===== src/hdl/pojd_pkg.sv =====
// ----------------------------------------------------------------------------
// Job dispatcher package
// Shared widths, codes, state type and the command and status words that
// join the controller and the datapath.
// ----------------------------------------------------------------------------
package pojd_pkg;

  // Field widths.
  localparam int MODE_W = 2;
  localparam int TIME_W = 32;
  localparam int PER_W  = 16;
  localparam int KIND_W = 2;
  localparam int ID_W   = 4;
  localparam int SI_W   = 8;

  // Table size default and the dispatch limit of one tick.
  localparam int SLOTS_DEF = 16;
  localparam int MAX_OUT   = 16;
  localparam int DISP_W    = $clog2(MAX_OUT + 1);

  // Scan interval after reset.
  localparam logic [SI_W-1:0] SCAN_INTERVAL_RST = SI_W'(5);

  // Input modes.
  localparam logic [MODE_W-1:0] MODE_TICK     = 2'd0;
  localparam logic [MODE_W-1:0] MODE_ADD_ONCE = 2'd1;
  localparam logic [MODE_W-1:0] MODE_ADD_REC  = 2'd2;

  // Result kinds.
  localparam logic [KIND_W-1:0] KIND_DISPATCH = 2'd0;
  localparam logic [KIND_W-1:0] KIND_ADD_OK   = 2'd1;
  localparam logic [KIND_W-1:0] KIND_ADD_FULL = 2'd2;

  // Controller states.
  typedef enum logic [1:0] {
    ST_IDLE,
    ST_SCAN,
    ST_FIND,
    ST_FLUSH
  } state_t;

  // Commands from the controller to the datapath.
  typedef struct packed {
    logic start;
    logic scan_en;
    logic find_en;
    logic flush_en;
  } cmd_t;

  // Status from the datapath to the controller.
  typedef struct packed {
    logic scan_done;
    logic find_done;
    logic flush_done;
  } status_t;

endpackage


===== src/hdl/pojd_ram.sv =====
// ----------------------------------------------------------------------------
// Generic RAM
// One write port and one read port with a registered, enabled read.
// ----------------------------------------------------------------------------
module pojd_ram #(
  parameter int WIDTH = 32,
  parameter int DEPTH = 16
) (
  input  logic                                  clk,
  input  logic                                  we,
  input  logic [(DEPTH > 1 ? $clog2(DEPTH) : 1)-1:0] waddr,
  input  logic [WIDTH-1:0]                      wdata,
  input  logic                                  re,
  input  logic [(DEPTH > 1 ? $clog2(DEPTH) : 1)-1:0] raddr,
  output logic [WIDTH-1:0]                      rdata
);

  logic [WIDTH-1:0] mem_r [DEPTH];
  logic [WIDTH-1:0] rdata_r;

  // Write port.
  always_ff @(posedge clk) begin
    if (we) begin
      mem_r[waddr] <= wdata;
    end
  end

  // Read port; the data holds while the read is not enabled.
  always_ff @(posedge clk) begin
    if (re) begin
      rdata_r <= mem_r[raddr];
    end
  end

  assign rdata = rdata_r;

endmodule


===== src/hdl/pojd_ctrl.sv =====
// ----------------------------------------------------------------------------
// Job dispatcher controller
// Sequences one input word at a time through scan, free-slot search and
// flush of the held result.
// ----------------------------------------------------------------------------
module pojd_ctrl import pojd_pkg::*; (
  input  logic              clk,
  input  logic              rst_n,
  input  logic              in_valid,
  input  logic [MODE_W-1:0] in_mode,
  input  status_t           status,
  output cmd_t              cmd,
  output logic              in_stall,
  output logic              cfg_ready
);

  state_t state_r;
  state_t state_nxt;

  // State register.
  always_ff @(posedge clk) begin
    if (!rst_n) begin
      state_r <= ST_IDLE;
    end else begin
      state_r <= state_nxt;
    end
  end

  // Next state.
  always_comb begin
    state_nxt = state_r;
    unique case (state_r)
      ST_IDLE: begin
        if (in_valid) begin
          if (in_mode == MODE_TICK) begin
            state_nxt = ST_SCAN;
          end else if (in_mode == MODE_ADD_ONCE || in_mode == MODE_ADD_REC) begin
            state_nxt = ST_FIND;
          end else begin
            state_nxt = ST_FLUSH;
          end
        end
      end
      ST_SCAN: begin
        if (status.scan_done) begin
          state_nxt = ST_FLUSH;
        end
      end
      ST_FIND: begin
        if (status.find_done) begin
          state_nxt = ST_FLUSH;
        end
      end
      ST_FLUSH: begin
        if (status.flush_done) begin
          state_nxt = ST_IDLE;
        end
      end
      default: state_nxt = ST_IDLE;
    endcase
  end

  // Outputs.
  always_comb begin
    cmd       = '0;
    in_stall  = 1'b1;
    cfg_ready = 1'b0;
    unique case (state_r)
      ST_IDLE: begin
        in_stall  = 1'b0;
        cfg_ready = 1'b1;
        cmd.start = in_valid;
      end
      ST_SCAN:  cmd.scan_en  = 1'b1;
      ST_FIND:  cmd.find_en  = 1'b1;
      ST_FLUSH: cmd.flush_en = 1'b1;
      default:  cmd = '0;
    endcase
  end

endmodule


===== src/hdl/pojd_dp.sv =====
// ----------------------------------------------------------------------------
// Job dispatcher datapath
// Slot table, scan pipeline, free-slot search, held result and output word.
// ----------------------------------------------------------------------------
module pojd_dp import pojd_pkg::*; #(
  parameter int SLOTS = SLOTS_DEF
) (
  input  logic              clk,
  input  logic              rst_n,
  input  cmd_t              cmd,
  output status_t           status,
  input  logic              cfg_we,
  input  logic [SI_W-1:0]   cfg_scan_interval,
  input  logic [MODE_W-1:0] in_mode,
  input  logic [TIME_W-1:0] in_now_time,
  input  logic [TIME_W-1:0] in_job_time,
  input  logic [PER_W-1:0]  in_job_period,
  output logic              out_valid,
  input  logic              out_stall,
  output logic [KIND_W-1:0] out_kind,
  output logic [ID_W-1:0]   out_job_id,
  output logic              out_is_recurring,
  output logic [TIME_W-1:0] out_due_time,
  output logic              out_last
);

  localparam int IDX_W = (SLOTS > 1) ? $clog2(SLOTS) : 1;
  localparam int CNT_W = $clog2(SLOTS + 1);

  // Configuration and captured input word.
  logic [SI_W-1:0]   si_r;
  logic [MODE_W-1:0] op_mode_r;
  logic [TIME_W-1:0] now_r;
  logic [TIME_W-1:0] lo_r;
  logic [TIME_W-1:0] jtime_r;
  logic [PER_W-1:0]  jper_r;

  // Slot flags and scan control.
  logic              valid_r [SLOTS];
  logic              rec_r   [SLOTS];
  logic [CNT_W-1:0]  rd_idx_r;
  logic              chk_vld_r;
  logic [IDX_W-1:0]  chk_idx_r;
  logic [DISP_W-1:0] disp_cnt_r;

  // Held result and output word.
  logic              pend_vld_r;
  logic [KIND_W-1:0] pend_kind_r;
  logic [ID_W-1:0]   pend_id_r;
  logic              pend_rec_r;
  logic [TIME_W-1:0] pend_due_r;
  logic              out_vld_r;
  logic [KIND_W-1:0] out_kind_r;
  logic [ID_W-1:0]   out_id_r;
  logic              out_rec_r;
  logic [TIME_W-1:0] out_due_r;
  logic              out_last_r;

  logic [IDX_W-1:0]  rd_addr;
  logic              rd_more;
  logic [TIME_W-1:0] due_rd;
  logic [PER_W-1:0]  per_rd;
  logic              in_win;
  logic              hit;
  logic              out_free;
  logic              hold;
  logic              adv;
  logic              take_hit;
  logic              scan_rd;
  logic              op_rec;
  logic [TIME_W-1:0] new_due;
  logic              find_done;
  logic              find_take;
  logic              find_ok;
  logic              flush_move;
  logic              due_we;
  logic [IDX_W-1:0]  due_waddr;
  logic [TIME_W-1:0] due_wdata;
  logic [TIME_W-1:0] lo_nxt;

  // Slot due times and periods.
  pojd_ram #(.WIDTH(TIME_W), .DEPTH(SLOTS)) u_due_ram (
    .clk   (clk),
    .we    (due_we),
    .waddr (due_waddr),
    .wdata (due_wdata),
    .re    (scan_rd),
    .raddr (rd_addr),
    .rdata (due_rd)
  );

  pojd_ram #(.WIDTH(PER_W), .DEPTH(SLOTS)) u_per_ram (
    .clk   (clk),
    .we    (find_ok),
    .waddr (rd_addr),
    .wdata (jper_r),
    .re    (scan_rd),
    .raddr (rd_addr),
    .rdata (per_rd)
  );

  // Lower bound of the window, saturating at zero.
  assign lo_nxt = (in_now_time >= TIME_W'(si_r)) ? in_now_time - TIME_W'(si_r) : '0;

  // Scan pipeline: one slot read per cycle while no hit is held by a stalled output, checked in the next.
  assign rd_addr  = rd_idx_r[IDX_W-1:0];
  assign rd_more  = (rd_idx_r != CNT_W'(SLOTS));
  assign in_win   = (due_rd >= lo_r) && (due_rd <= now_r);
  assign hit      = cmd.scan_en && chk_vld_r && valid_r[chk_idx_r] && in_win &&
                    (disp_cnt_r < DISP_W'(MAX_OUT));
  assign out_free = !out_vld_r || !out_stall;
  assign hold     = hit && pend_vld_r && !out_free;
  assign adv      = cmd.scan_en && !hold;
  assign take_hit = hit && !hold;
  assign scan_rd  = adv && rd_more;

  // Free-slot search: one slot flag per cycle.
  assign op_rec    = (op_mode_r == MODE_ADD_REC);
  assign new_due   = op_rec ? now_r + TIME_W'(jper_r) : jtime_r;
  assign find_done = !rd_more || !valid_r[rd_addr];
  assign find_take = cmd.find_en && find_done;
  assign find_ok   = find_take && rd_more;

  // Flush of the held result with the last mark.
  assign flush_move = cmd.flush_en && pend_vld_r && out_free;

  // Due time write: new job, or advance of a dispatched recurring job.
  assign due_we    = (take_hit && rec_r[chk_idx_r]) || find_ok;
  assign due_waddr = find_ok ? rd_addr : chk_idx_r;
  assign due_wdata = find_ok ? new_due : due_rd + TIME_W'(per_rd);

  assign status.scan_done  = !rd_more && !chk_vld_r;
  assign status.find_done  = find_done;
  assign status.flush_done = !pend_vld_r || out_free;

  // Control registers.
  always_ff @(posedge clk) begin
    if (!rst_n) begin
      si_r       <= SCAN_INTERVAL_RST;
      rd_idx_r   <= '0;
      chk_vld_r  <= 1'b0;
      disp_cnt_r <= '0;
      pend_vld_r <= 1'b0;
      out_vld_r  <= 1'b0;
      for (int i = 0; i < SLOTS; i++) begin
        valid_r[i] <= 1'b0;
        rec_r[i]   <= 1'b0;
      end
    end else begin
      if (cfg_we) begin
        si_r <= cfg_scan_interval;
      end
      // Counters.
      if (cmd.start) begin
        rd_idx_r   <= '0;
        chk_vld_r  <= 1'b0;
        disp_cnt_r <= '0;
      end else if (adv) begin
        chk_vld_r <= rd_more;
        if (rd_more) begin
          rd_idx_r <= rd_idx_r + CNT_W'(1);
        end
        if (take_hit) begin
          disp_cnt_r <= disp_cnt_r + DISP_W'(1);
        end
      end else if (cmd.find_en && !find_done) begin
        rd_idx_r <= rd_idx_r + CNT_W'(1);
      end
      // Slot flags.
      if (take_hit && !rec_r[chk_idx_r]) begin
        valid_r[chk_idx_r] <= 1'b0;
      end
      if (find_ok) begin
        valid_r[rd_addr] <= 1'b1;
        rec_r[rd_addr]   <= op_rec;
      end
      // Held result.
      if (take_hit || find_take) begin
        pend_vld_r <= 1'b1;
      end else if (flush_move) begin
        pend_vld_r <= 1'b0;
      end
      // Output word.
      if ((take_hit && pend_vld_r) || flush_move) begin
        out_vld_r <= 1'b1;
      end else if (!out_stall) begin
        out_vld_r <= 1'b0;
      end
    end
  end

  // Payload registers.
  always_ff @(posedge clk) begin
    if (cmd.start) begin
      op_mode_r <= in_mode;
      now_r     <= in_now_time;
      lo_r      <= lo_nxt;
      jtime_r   <= in_job_time;
      jper_r    <= in_job_period;
    end
    if (adv) begin
      chk_idx_r <= rd_addr;
    end
    if (take_hit) begin
      pend_kind_r <= KIND_DISPATCH;
      pend_id_r   <= ID_W'(chk_idx_r);
      pend_rec_r  <= rec_r[chk_idx_r];
      pend_due_r  <= due_rd;
    end else if (find_take) begin
      pend_kind_r <= find_ok ? KIND_ADD_OK : KIND_ADD_FULL;
      pend_id_r   <= find_ok ? ID_W'(rd_addr) : '0;
      pend_rec_r  <= op_rec;
      pend_due_r  <= find_ok ? new_due : '0;
    end
    if ((take_hit && pend_vld_r) || flush_move) begin
      out_kind_r <= pend_kind_r;
      out_id_r   <= pend_id_r;
      out_rec_r  <= pend_rec_r;
      out_due_r  <= pend_due_r;
      out_last_r <= flush_move;
    end
  end

  assign out_valid        = out_vld_r;
  assign out_kind         = out_kind_r;
  assign out_job_id       = out_id_r;
  assign out_is_recurring = out_rec_r;
  assign out_due_time     = out_due_r;
  assign out_last         = out_last_r;

endmodule


===== src/hdl/periodic_and_oneshot_job_dispatcher.sv =====
// ----------------------------------------------------------------------------
// Periodic and one-shot job dispatcher
// Table of job slots: add words store a job in the lowest free slot, tick
// words dispatch each job due within the look-back window, up to MAX_OUT per tick.
// ----------------------------------------------------------------------------
//   channel  direction  handshake            word
//   in_      input      in_valid / in_stall  mode, now, job time, job period
//   out_     output     out_valid/out_stall  kind, slot, recurring, due, last
//   cfg_     input      cfg_valid/cfg_ready  scan interval
//
// A tick reads the slot memory one slot a cycle; an add searches the slot flags
// from slot 0 up to the lowest free slot, or through every slot if the table is full.
// One word is taken at a time; results leave through a single output register
// backed by one held result, and a stalled output pauses the scan.
// Synchronous active-low reset empties the table and sets the interval to 5.
// ----------------------------------------------------------------------------
module periodic_and_oneshot_job_dispatcher import pojd_pkg::*; #(
  parameter int SLOTS = SLOTS_DEF
) (
  input  logic              clk,
  input  logic              rst_n,
  input  logic              in_valid,
  output logic              in_stall,
  input  logic [MODE_W-1:0] in_mode,
  input  logic [TIME_W-1:0] in_now_time,
  input  logic [TIME_W-1:0] in_job_time,
  input  logic [PER_W-1:0]  in_job_period,
  output logic              out_valid,
  input  logic              out_stall,
  output logic [KIND_W-1:0] out_kind,
  output logic [ID_W-1:0]   out_job_id,
  output logic              out_is_recurring,
  output logic [TIME_W-1:0] out_due_time,
  output logic              out_last,
  input  logic              cfg_valid,
  output logic              cfg_ready,
  input  logic [SI_W-1:0]   cfg_scan_interval
);

  cmd_t    cmd;
  status_t status;
  logic    cfg_we;

  assign cfg_we = cfg_valid && cfg_ready;

  // Sequencer.
  pojd_ctrl u_ctrl (
    .clk       (clk),
    .rst_n     (rst_n),
    .in_valid  (in_valid),
    .in_mode   (in_mode),
    .status    (status),
    .cmd       (cmd),
    .in_stall  (in_stall),
    .cfg_ready (cfg_ready)
  );

  // Slot table and result path.
  pojd_dp #(.SLOTS(SLOTS)) u_dp (
    .clk               (clk),
    .rst_n             (rst_n),
    .cmd               (cmd),
    .status            (status),
    .cfg_we            (cfg_we),
    .cfg_scan_interval (cfg_scan_interval),
    .in_mode           (in_mode),
    .in_now_time       (in_now_time),
    .in_job_time       (in_job_time),
    .in_job_period     (in_job_period),
    .out_valid         (out_valid),
    .out_stall         (out_stall),
    .out_kind          (out_kind),
    .out_job_id        (out_job_id),
    .out_is_recurring  (out_is_recurring),
    .out_due_time      (out_due_time),
    .out_last          (out_last)
  );

endmodule

===== config.mk =====
export PLATFORM = sky130hd
export DESIGN_NAME = periodic_and_oneshot_job_dispatcher
export DESIGN_NICKNAME = d
export VERILOG_FILES = /design/src/hdl/pojd_pkg.sv /design/src/hdl/pojd_ram.sv /design/src/hdl/pojd_ctrl.sv /design/src/hdl/pojd_dp.sv /design/src/hdl/periodic_and_oneshot_job_dispatcher.sv
export SDC_FILE = /design/constraint.sdc
export NUM_CORES = 1
export LEC_CHECK = 0
export BUFFER_PORTS_ARGS = -buffer_cell sky130_fd_sc_hd__buf_4
export CORE_UTILIZATION = 45
export DETAILED_ROUTE_END_ITERATION = 12
export PLACE_DENSITY = 0.66
export SKIP_LAST_GASP = 1
export SLEW_MARGIN = 15
export SYNTH_ARGS = -nofsm -noshare
export SYNTH_HDL_FRONTEND = slang
export SYNTH_SLANG_ARGS = --single-unit

===== constraint.sdc =====
create_clock -name clk -period 6.3 [get_ports clk]
set_clock_uncertainty 0.1 [all_clocks]
set_input_delay 1.89 -clock clk [delete_from_list [all_inputs] [get_ports clk]]
set_output_delay 1.89 -clock clk [all_outputs]
set_load 0.05 [all_outputs]

* After elaboration in Yosys (flattened, before gate mapping)
Memory sizes are Yosys's and may differ from the RTL's. A register that Yosys moved wholly into a read port is not among the register bits.
Cells that the tools add are included.
** Storage, ports and cells
- Logic and storage cells :: 153
- Memories :: 4
- Output and inout port bits :: 43
- Latch bits :: 0
- Bits in writable memories :: 800
- Flip-flop bits (word level) :: 220
- Bits of input ports :: 95
- Bits in read-only memories :: 0
** Cells by class
- Order comparisons :: 4
- Multiply operators :: 0
- Equal/unequal tests :: 13
- Reductions and logical operators :: 49
- Shift operators :: 0
- Bitwise logic cells :: 1
- $add $sub $neg :: 5
- Multiplexer cells :: 55
- Div/mod/pow operators :: 0
** Memories
- u_dp.u_due_ram.mem_r :: depth 16, width 32, rd ports 1, clocked after memory_dff 1, write ports 1, line pojd_ram.sv:18 : logic [WIDTH-1:0] mem_r [DEPTH];
- u_dp.u_per_ram.mem_r :: depth 16, width 16, rd ports 1, clocked after memory_dff 1, write ports 1, line pojd_ram.sv:18
- u_dp.rec_r :: depth 16, width 1, rd ports 1, clocked after memory_dff 1, write ports 16, line pojd_dp.sv:40 : logic rec_r [SLOTS];
- u_dp.valid_r :: depth 16, width 1, rd ports 2, clocked after memory_dff 2, write ports 16, line pojd_dp.sv:39 : logic valid_r [SLOTS];
** Operators with widths (count)
- 32-bit two-way mux :: 5
- 32-bit by 16-bit adder with 32-bit output :: 2
- 4-bit two-way mux :: 11
- 32-bit greater-or-equal comparator :: 1
- 32-bit by 8-bit greater-or-equal comparator with 1-bit output :: 1
- 32-bit <= comparator :: 1
- 32-bit by 8-bit subtractor with 32-bit output :: 1
- 1-bit two-way mux :: 29
- 1-bit logical AND :: 20
- 5-bit two-way mux :: 3
- 2-bit two-way mux :: 6
- 5-bit by 1-bit adder with 5-bit output (second input constant) :: 2
- 1-bit logical NOT :: 10
- 2-bit == test (second input constant) :: 4
- 2-bit case mux with 4 select lines :: 1
- 1-bit logical OR :: 7
- 2-bit by 1-bit inequality test with 1-bit output (second input constant) :: 3
- 2-bit inequality test (second input constant) :: 3
- 2-bit nonzero test :: 3
- 5-bit less-than comparator (second input constant) :: 1
- 5-bit inequality test (second input constant) :: 1
- 2-bit by 1-bit == test with 1-bit output (second input constant) :: 2
- 2-bit logical NOT :: 2
- 2-bit AND reduction :: 2
- 4 further kinds :: 6

* Logic depth before layout (Yosys ltp)
Gate-level depths: netlist of the first run.
- Word-level depth :: 17
- Depth in mapped cells :: 13
- Gate-level depth less buffers :: 12

* Cells and area by module
From an unflattened synthesis of the first run, not the netlist that was laid out.
** Second synthesis, totals
- Cell total of the unflattened synthesis :: 2695
- Area, all modules :: 45491.1 um^2
** By module, submodules not included
- pojd_ram at u_dp.u_due_ram :: cells an instance 838, sequential area each 16335.7 um^2, times used 1, area an instance 20174.3 um^2
- pojd_dp :: cells an instance 1397, sequential area each 7116.8 um^2, times used 1, area an instance 14878.0 um^2
- pojd_ram at u_dp.u_per_ram :: cells an instance 432, sequential area each 8167.8 um^2, times used 1, area an instance 10203.5 um^2
- pojd_ctrl :: cells an instance 27, sequential area each 40.0 um^2, times used 1, area an instance 229.0 um^2
- periodic_and_oneshot_job_dispatcher :: cells an instance 1, sequential area each 0.0 um^2, times used 1, area an instance 6.3 um^2

* Least setup slack after synthesis of the first run
No wires, ideal clock.
- Kind :: input port to flip-flop
- From :: input port in_valid
- To :: register (tool-made name)
- Arrival time :: 5.217 ns
- Data required time :: 6.068 ns
- Library setup time :: 0.132 ns
- Path slack :: 0.851 ns
- Stages on the path :: 4
- Buffers on the path :: 1
- Cells stage by stage :: and2_1 -> nand2b_1 -> clkbuf_1 -> nor2_1
** RTL lines
- start: declaration :: line periodic_and_oneshot_job_dispatcher.sv:22 : input logic in_valid,

* Final worst setup path of the first run
- From :: register u_dp.u_due_ram.rdata_r[6] (netlist: u_dp.u_due_ram.rdata[6]) (read register of u_dp.u_due_ram.mem_r)
- To :: memory u_dp.u_due_ram.mem_r[4][28] (enable)
** On the way
- Word-level cells in the longest chain between the ends :: 12
- Elaborated cells between the ends (all ways) :: 13
- Classes of those cells :: 2 x order compare; 2 x mux; 9 x reduce/logical
** RTL lines
- start: declaration :: line pojd_ram.sv:19 : logic [WIDTH-1:0] rdata_r;
- 32-bit greater-or-equal comparator or 32-bit <= comparator (tied branches) :: line pojd_dp.sv:108 : assign in_win = (due_rd >= lo_r) && (due_rd <= now_r);
- 1-bit logical AND (*) :: line pojd_dp.sv:108
- 1-bit logical AND (*) (2 in series) :: line pojd_dp.sv:109 : assign hit = cmd.scan_en && chk_vld_r && valid_r[chk_idx_r] && in_win &&
- 1-bit logical AND (2 in series) :: line pojd_dp.sv:112 : assign hold = hit && pend_vld_r && !out_free;
- 1-bit logical NOT :: line pojd_dp.sv:114 : assign take_hit = hit && !hold;
- 1-bit logical AND (*) :: line pojd_dp.sv:114
- 1-bit logical AND (*) :: line pojd_dp.sv:128 : assign due_we = (take_hit && rec_r[chk_idx_r]) || find_ok;
- 1-bit logical OR (*) :: line pojd_dp.sv:128
- 1-bit two-way mux (*) :: line pojd_ram.sv:23 : if (we) begin
- 1-bit two-way mux (not written as such) (*) :: line pojd_ram.sv:24 : mem_r[waddr] <= wdata;
- end: declaration :: line pojd_ram.sv:18
Mark *: on every way between the ends. The rest lies on a longest branch, timed or not.

==> impl_metrics.ini, run 1 <==
[yosys]
yosys-mux-area-fraction = 0.139
post-synth-top-count-cell = sky130_fd_sc_hd__edfxtp_1
synth_cells = 2566
synth-edff-count = 1011
post_synth.cell_area_avg_um2 = 17.6
postSynthRegisterBits = 1076
synth_top_family_by_area = multiplexers
synth-xor-area-share = 0.0138
post_synth_fa_ha_maj_area_fraction = 0.0330
seq_area_frac_synth = 0.702
synth_area_leaders = sky130_fd_sc_hd__edfxtp_1, sky130_fd_sc_hd__mux4_2, sky130_fd_sc_hd__ha_1
yosys_warnings = 0
synth_commonest_cells = sky130_fd_sc_hd__edfxtp_1, sky130_fd_sc_hd__mux4_2, sky130_fd_sc_hd__nand2_1
ys_types = 84
yosys_most_used_dff = sky130_fd_sc_hd__edfxtp_1
compound_gate_fraction_of_synth_area = 0.0418
mappedNetlistNets = 2778
synth_area_um2 = 45100
synth_simple_gate_area_frac = 0.0519
yosys.area.top_type = sky130_fd_sc_hd__edfxtp_1
async_reset_ff_frac = 0
netlist.area_leader.share = 0.673

[timing]
rsz_0062_raised_after_global_routing = no
max_freq_mhz = 212
tightestPinTransition_ns = 1.26
report.final.setup_viol = 0
report.final.slew_viol_count = 0
post-route-worst-setup-slack_ns = 1.58
timing.setup.tns_ns = 0
min_period_over_period = 0.750
final.min_clock_period_ns = 4.72
finalHoldViolCount = 0
slew_margin_rel = 0.154

[pwr]
vdd_ir_drop_max_mv = 0.246
cellLeakagePower_nw = 17.1
power_density_nw_per_um2 = 422
power_w = 0.0217

[cts]
cts_setup_buffers = 0
maximum_root_to_sink_buffer_count = 3
total_number_of_clock_tree_sinks = 1076
htreeDepth = 3
clk_transition_reported_paths_ns = 0.06
clock_insertion_delay_worst_skew_ns = 0.69
clk_root_buffer_cell = sky130_fd_sc_hd__clkbuf_16
numCtsBuffers = 105
post_cts_resize_count = 0
cts_hold_repair.buffers = 0
cts_tree = done

[die]
core-area_um2 = 98900
dieArea_um2 = 101000
floorplan.io_pins = 138
fp.dieH_um = 319
initial_utilization = 0.456
num_rows = 115
die_w_um = 319

[grt]
grt_util_all_layers = 0.222
grt_pass1_vias = 24773
grt.overflow.total = 0
grt_start_max_net_pins = 123
antenna_found_initial = 4
first_pass_grt_wire_length_um = 166000

[drt]
viasPerCell = 5.96
dr.first_iter.drc_count = 2623
post_route_drc_violation_count = 0
vias = 24614
first_pass_iters = 6
routed_wirelength_um = 112000
final_routed_wire_length_divided_by_cell_count_um = 27.0
postRouteAntennaNets = 0

[final_layout]
n_antenna_cell = 0
nets = 2971
area.growth.synth_to_final_pct = 13.9
layout_cells_excl_fill = 4133
layout-drive-gt1-share = 0.233

[worst_setup_path]
setup.worst_path.end_class = flip-flop
critical_path_start_end_classification = reg -> reg
worstPathMaxFanout = 32
startpoint_type = flip-flop
worst-endpoint-arrival_ns = 4.91
cp.required_ns = 6.49
ff2ff_path_depth = 10

[worst_hold_path]
hold_path.class = reg -> reg
worstHoldPathCells = 0

[placed_design]
placed_cells_incl_taps = 3938
place.gp.congestion = 0.917
dp_worst_setup_slack_ns = 1.06
port-buffer-count = 137
dpl.hpwl_um = 73100

[status]
status = finished, final reports clean

[run]
max_cap_viol_count = 0
layer usage:
layer / global-route usage / vias up / wire length, um
met4: 0.0524 / 0 / 2000
met1: 0.343 / 12721 / 50500
met3: 0.0360 / 147 / 9440
met5: 0 / - / 0
met2: 0.328 / 1199 / 49700
li1: - / 10547 / -
critical path, stage by stage, from the launching register on:
cell	delay, ns
sky130_fd_sc_hd__edfxtp_1	0.53
sky130_fd_sc_hd__ha_1	0.36
sky130_fd_sc_hd__and3_1	0.17
sky130_fd_sc_hd__o211ai_1	0.09
sky130_fd_sc_hd__o31a_1	0.31
sky130_fd_sc_hd__o21ai_0	0.20
sky130_fd_sc_hd__a41o_1	0.39
sky130_fd_sc_hd__nand4_4	0.32
sky130_fd_sc_hd__nor2_1	0.33
sky130_fd_sc_hd__a31oi_1	0.46
sky130_fd_sc_hd__nor2_4	1.02
layout by cell type (no fill, tap or decap), types with 16 or more instances in the layout:
| cell | count |
|---|---|
| sky130_fd_sc_hd__mux4_2 | 250 |
| sky130_fd_sc_hd__a21o_1 | 31 |
| sky130_fd_sc_hd__mux2i_1 | 32 |
| sky130_fd_sc_hd__o21ai_0 | 71 |
| sky130_fd_sc_hd__xnor2_1 | 45 |
| sky130_fd_sc_hd__inv_1 | 109 |
| sky130_fd_sc_hd__clkbuf_1 | 21 |
| sky130_fd_sc_hd__nor3_1 | 29 |
| sky130_fd_sc_hd__nand2_1 | 173 |
| sky130_fd_sc_hd__and2_1 | 24 |
| sky130_fd_sc_hd__nand4_1 | 20 |
| sky130_fd_sc_hd__nor2_4 | 16 |
| sky130_fd_sc_hd__clkbuf_16 | 106 |
| sky130_fd_sc_hd__dfxtp_1 | 61 |
| sky130_fd_sc_hd__nand3_1 | 42 |
| sky130_fd_sc_hd__clkinv_2 | 16 |
| sky130_fd_sc_hd__buf_4 | 183 |
| sky130_fd_sc_hd__nor2_1 | 102 |
| sky130_fd_sc_hd__xor2_1 | 26 |
| sky130_fd_sc_hd__edfxtp_1 | 1011 |
| sky130_fd_sc_hd__ha_1 | 114 |
| sky130_fd_sc_hd__clkinv_1 | 19 |
| sky130_fd_sc_hd__a21oi_1 | 79 |
flip-flops by register name (all words and copies together) (netlist names), 5 cells and up, named ones only:
signal,count
u_dp.jper_r,16
u_dp.u_per_ram.rdata,16
u_dp.u_per_ram.mem_r,256
u_dp.now_r,32
u_dp.jtime_r,32
u_dp.disp_cnt_r,5
u_dp.rd_idx_r,5
u_dp.rec_r,16
u_dp.pend_due_r,32
u_dp.valid_r,16
u_dp.u_due_ram.mem_r,512
u_dp.out_due_time,32
u_dp.u_due_ram.rdata,32
u_dp.lo_r,32
u_dp.si_r,8
metrics by stage:
step	cell area [um^2]	hold WS [ns]	utilization
global placement	47900	0.300	0.484
floorplan	45100	0.300	-
global route	51400	0.326	0.520
detailed placement	47900	0.305	0.485
finish	51400	0.313	0.520
CTS	51400	0.314	0.519
final timing paths:
path	to	from	slack [ns]
max	u_dp.u_due_ram.mem_r[4][28]$_DFFE_PP_	u_dp.u_due_ram.rdata[6]$_DFFE_PP_	1.58
min	u_dp.out_due_time[18]$_DFFE_PP_	u_dp.pend_due_r[18]$_DFFE_PP_	0.31
max reg2reg	u_dp.u_due_ram.mem_r[4][28]$_DFFE_PP_	u_dp.u_due_ram.rdata[6]$_DFFE_PP_	1.58
min reg2reg	u_dp.out_due_time[18]$_DFFE_PP_	u_dp.pend_due_r[18]$_DFFE_PP_	0.31
cells by family (layout without fill, tap and decap cells):
family,after synthesis,in the layout
flip-flops,1076,1076
AND/OR/NAND/NOR,492,492
multiplexers,309,309
AO/OA/AOI/OAI,292,292
buffers and inverters,209,489
adder cells (fa/ha/maj),117,117
XOR/XNOR,71,71
final cells by class:
cell class,count,area (um^2)
clock buffers,127,2730
clock inverters,67,726
fillers,7756,47500
inverters,109,409
multi-input cells,1281,12800
flip-flops and latches,1076,31700
well taps,1287,1610
repair buffers,186,1430
power breakdown:
part	total, W	leakage (nW)	switching [W]	internal [W]
clock network	0.00635	1.66	0.00271	0.00364
registers	0.0102	9.72	0.000560	0.00965
logic	0.00513	5.71	0.00337	0.00175
total	0.0217	17.1	0.00664	0.0150
No activity file was read; power rests on OpenSTA's default activity.
==> run 2: changes to the inputs <==
Clock period 6.3 ns to 4.6 ns, I/O delays scaled along.
==> impl_metrics.ini, run 2 (same netlist as run 1, synthesis figures left out) <==
[drt]
postRouteAntennaNets = 0
first_pass_iters = 6
routed_wirelength_um = 116000
dr.first_iter.drc_count = 3180
vias = 25177
final_routed_wire_length_divided_by_cell_count_um = 27.5
post_route_drc_violation_count = 0
viasPerCell = 5.97

[final_layout]
n_antenna_cell = 0
layout.cells.most_common_list = sky130_fd_sc_hd__edfxtp_1, sky130_fd_sc_hd__buf_4, sky130_fd_sc_hd__mux4_2
nets = 3050
reg_top3 = u_dp.u_due_ram.mem_r (512), u_dp.u_per_ram.mem_r (256)
postLayoutCoreUtil = 0.528
area.growth.synth_to_final_pct = 15.6
layout.filler_cells = 7661
max_reg_flops = 512
layout_cells_excl_fill = 4216
final_common_cell = sky130_fd_sc_hd__edfxtp_1
seq_cell_area_um2 = 31700
layout-drive-gt1-share = 0.249
largest-register = u_dp.u_due_ram.mem_r
area_occupied_by_multi_input_gates_um2 = 12800

[cts]
clock_insertion_delay_worst_skew_ns = 0.72
cts_setup_buffers = 0
total_number_of_clock_tree_sinks = 1076
numCtsBuffers = 108
clk_root_buffer_cell = sky130_fd_sc_hd__clkbuf_16
maximum_root_to_sink_buffer_count = 3
htreeDepth = 3
cts_hold_repair.buffers = 0
clk_transition_reported_paths_ns = 0.06
post_cts_resize_count = 0
cts_tree = done

[die]
die_w_um = 319
core-area_um2 = 98900
floorplan.io_pins = 138
dieArea_um2 = 101000
fp.dieH_um = 319
initial_utilization = 0.456
num_rows = 115

[pwr]
power_density_nw_per_um2 = 575
cellLeakagePower_nw = 17.6
vdd_ir_drop_max_mv = 0.353

[worst_setup_path]
worstPathMaxFanout = 26
reg2reg_from = u_dp.u_due_ram.rdata[17]$_DFFE_PP_
setup.reg_to_reg.worst_slack_ns = 0.19
regToRegEndpoint = u_dp.u_due_ram.mem_r[0][23]$_DFFE_PP_
ff2ff_path_depth = 12
setup.worst_path.end_class = flip-flop
critical_path_start_end_classification = reg -> reg
worst-endpoint-arrival_ns = 4.71
cp.required_ns = 4.90
startpoint_type = flip-flop

[status]
status = finished, final reports clean

[timing]
finalHoldViolCount = 0
final.min_clock_period_ns = 4.41
timing.setup.tns_ns = 0
max_freq_mhz = 227
report.final.slew_viol_count = 0
tightestPinTransition_ns = 1.19
slew_margin_rel = 0.206
rsz_0062_raised_after_global_routing = no
min_period_over_period = 0.958
report.final.setup_viol = 0

[grt]
grt_util_all_layers = 0.230
first_pass_grt_wire_length_um = 170000
grt.overflow.total = 0
antenna_found_initial = 8
grt_start_max_net_pins = 152
grt_pass1_vias = 25694

[worst_hold_path]
worstHoldPathCells = 0
timing.hold.worst_endpoint = u_dp.out_is_recurring$_DFFE_PP_
hold_path.class = reg -> reg
hold_path.startpoint = u_dp.pend_rec_r$_DFFE_PP_

[placed_design]
placed_cells_incl_taps = 4015
place.gp.congestion = 0.912
dpl.hpwl_um = 74700
port-buffer-count = 137

[run]
max_cap_viol_count = 0
run 2: cell count changes in the layout (fill, tap and decap cells not counted), moves of 6 or more:
cell                         delta
sky130_fd_sc_hd__clkinv_1       +7
sky130_fd_sc_hd__clkinvlp_4     -9
sky130_fd_sc_hd__clkinv_16      +6
sky130_fd_sc_hd__buf_12         +6
sky130_fd_sc_hd__buf_4         +70
run 2: layer usage:
metal  global-route usage  routed length, um  vias to the layer above  share of wire
li1                     -                  -                    10728              -
met3               0.0415              10100                      184          0.087
met4               0.0730               3240                        2          0.028
met1                0.331              49000                    13068           0.42
met2                0.356              53500                     1195           0.46
met5                    0                 13                        -        0.00011
run 2: how the worst max path moves through the flow:
stage | startpoint | to | slack (ns) | cells after the start
final | u_dp.u_due_ram.rdata[17]$_DFFE_PP_ | u_dp.u_due_ram.mem_r[0][23]$_DFFE_PP_ | 0.19 | 12
after global routing | u_dp.u_due_ram.rdata[17]$_DFFE_PP_ | u_dp.u_due_ram.mem_r[0][23]$_DFFE_PP_ | 0.07 | 12
after CTS | u_dp.u_due_ram.rdata[17]$_DFFE_PP_ | u_dp.u_due_ram.mem_r[0][24]$_DFFE_PP_ | 0.19 | 12
after detailed placement | in_now_time[0] | u_dp.lo_r[6]$_SDFFCE_PN0P_ | 0.22 | 14
after global placement | in_now_time[0] | u_dp.lo_r[6]$_SDFFCE_PN0P_ | 0.22 | 14
after floorplan | u_dp.u_due_ram.rdata[10]$_DFFE_PP_ | u_dp.out_due_time[0]$_DFFE_PP_ | 0.18 | 8
run 2: critical path: stages (launching register included):
cell                       delay, ns
sky130_fd_sc_hd__edfxtp_1       0.50
sky130_fd_sc_hd__ha_1           0.36
sky130_fd_sc_hd__a21oi_1        0.14
sky130_fd_sc_hd__o21ai_0        0.15
sky130_fd_sc_hd__a222oi_1       0.50
sky130_fd_sc_hd__o211ai_1       0.19
sky130_fd_sc_hd__nand2_2        0.16
sky130_fd_sc_hd__nand4_4        0.10
sky130_fd_sc_hd__nor2_1         0.32
sky130_fd_sc_hd__a31oi_1        0.16
sky130_fd_sc_hd__buf_4          0.21
sky130_fd_sc_hd__nor2_4         0.85
sky130_fd_sc_hd__buf_4          0.31
run 2: layout make-up:
| type | instances | area share |
|---|---|---|
| multi-input cells | 1281 | 0.245 |
| well taps | 1287 | 0.0309 |
| clock buffers | 132 | 0.0537 |
| inverters | 109 | 0.00784 |
| flip-flops and latches | 1076 | 0.607 |
| clock inverters | 69 | 0.0156 |
| repair buffers | 262 | 0.0399 |
run 2: per-stage QoR:
stage	setup slack (ns)	cell area, um^2	hold WS [ns]	power (W)
after floorplan	0.180	45100	0.300	0.0182
after global placement	0.221	48500	0.304	0.0210
after detailed placement	0.225	48500	0.305	0.0212
after CTS	0.188	52200	0.312	0.0301
after global routing	0.0704	52200	0.322	0.0311
final	0.193	52200	0.318	0.0300
run 2: power breakdown:
part           switching (W)  total [W]  internal, W  leakage (nW)
clock network        0.00378    0.00887      0.00510          1.75
logic                0.00476    0.00733      0.00257          6.11
registers           0.000584     0.0138       0.0132          9.72
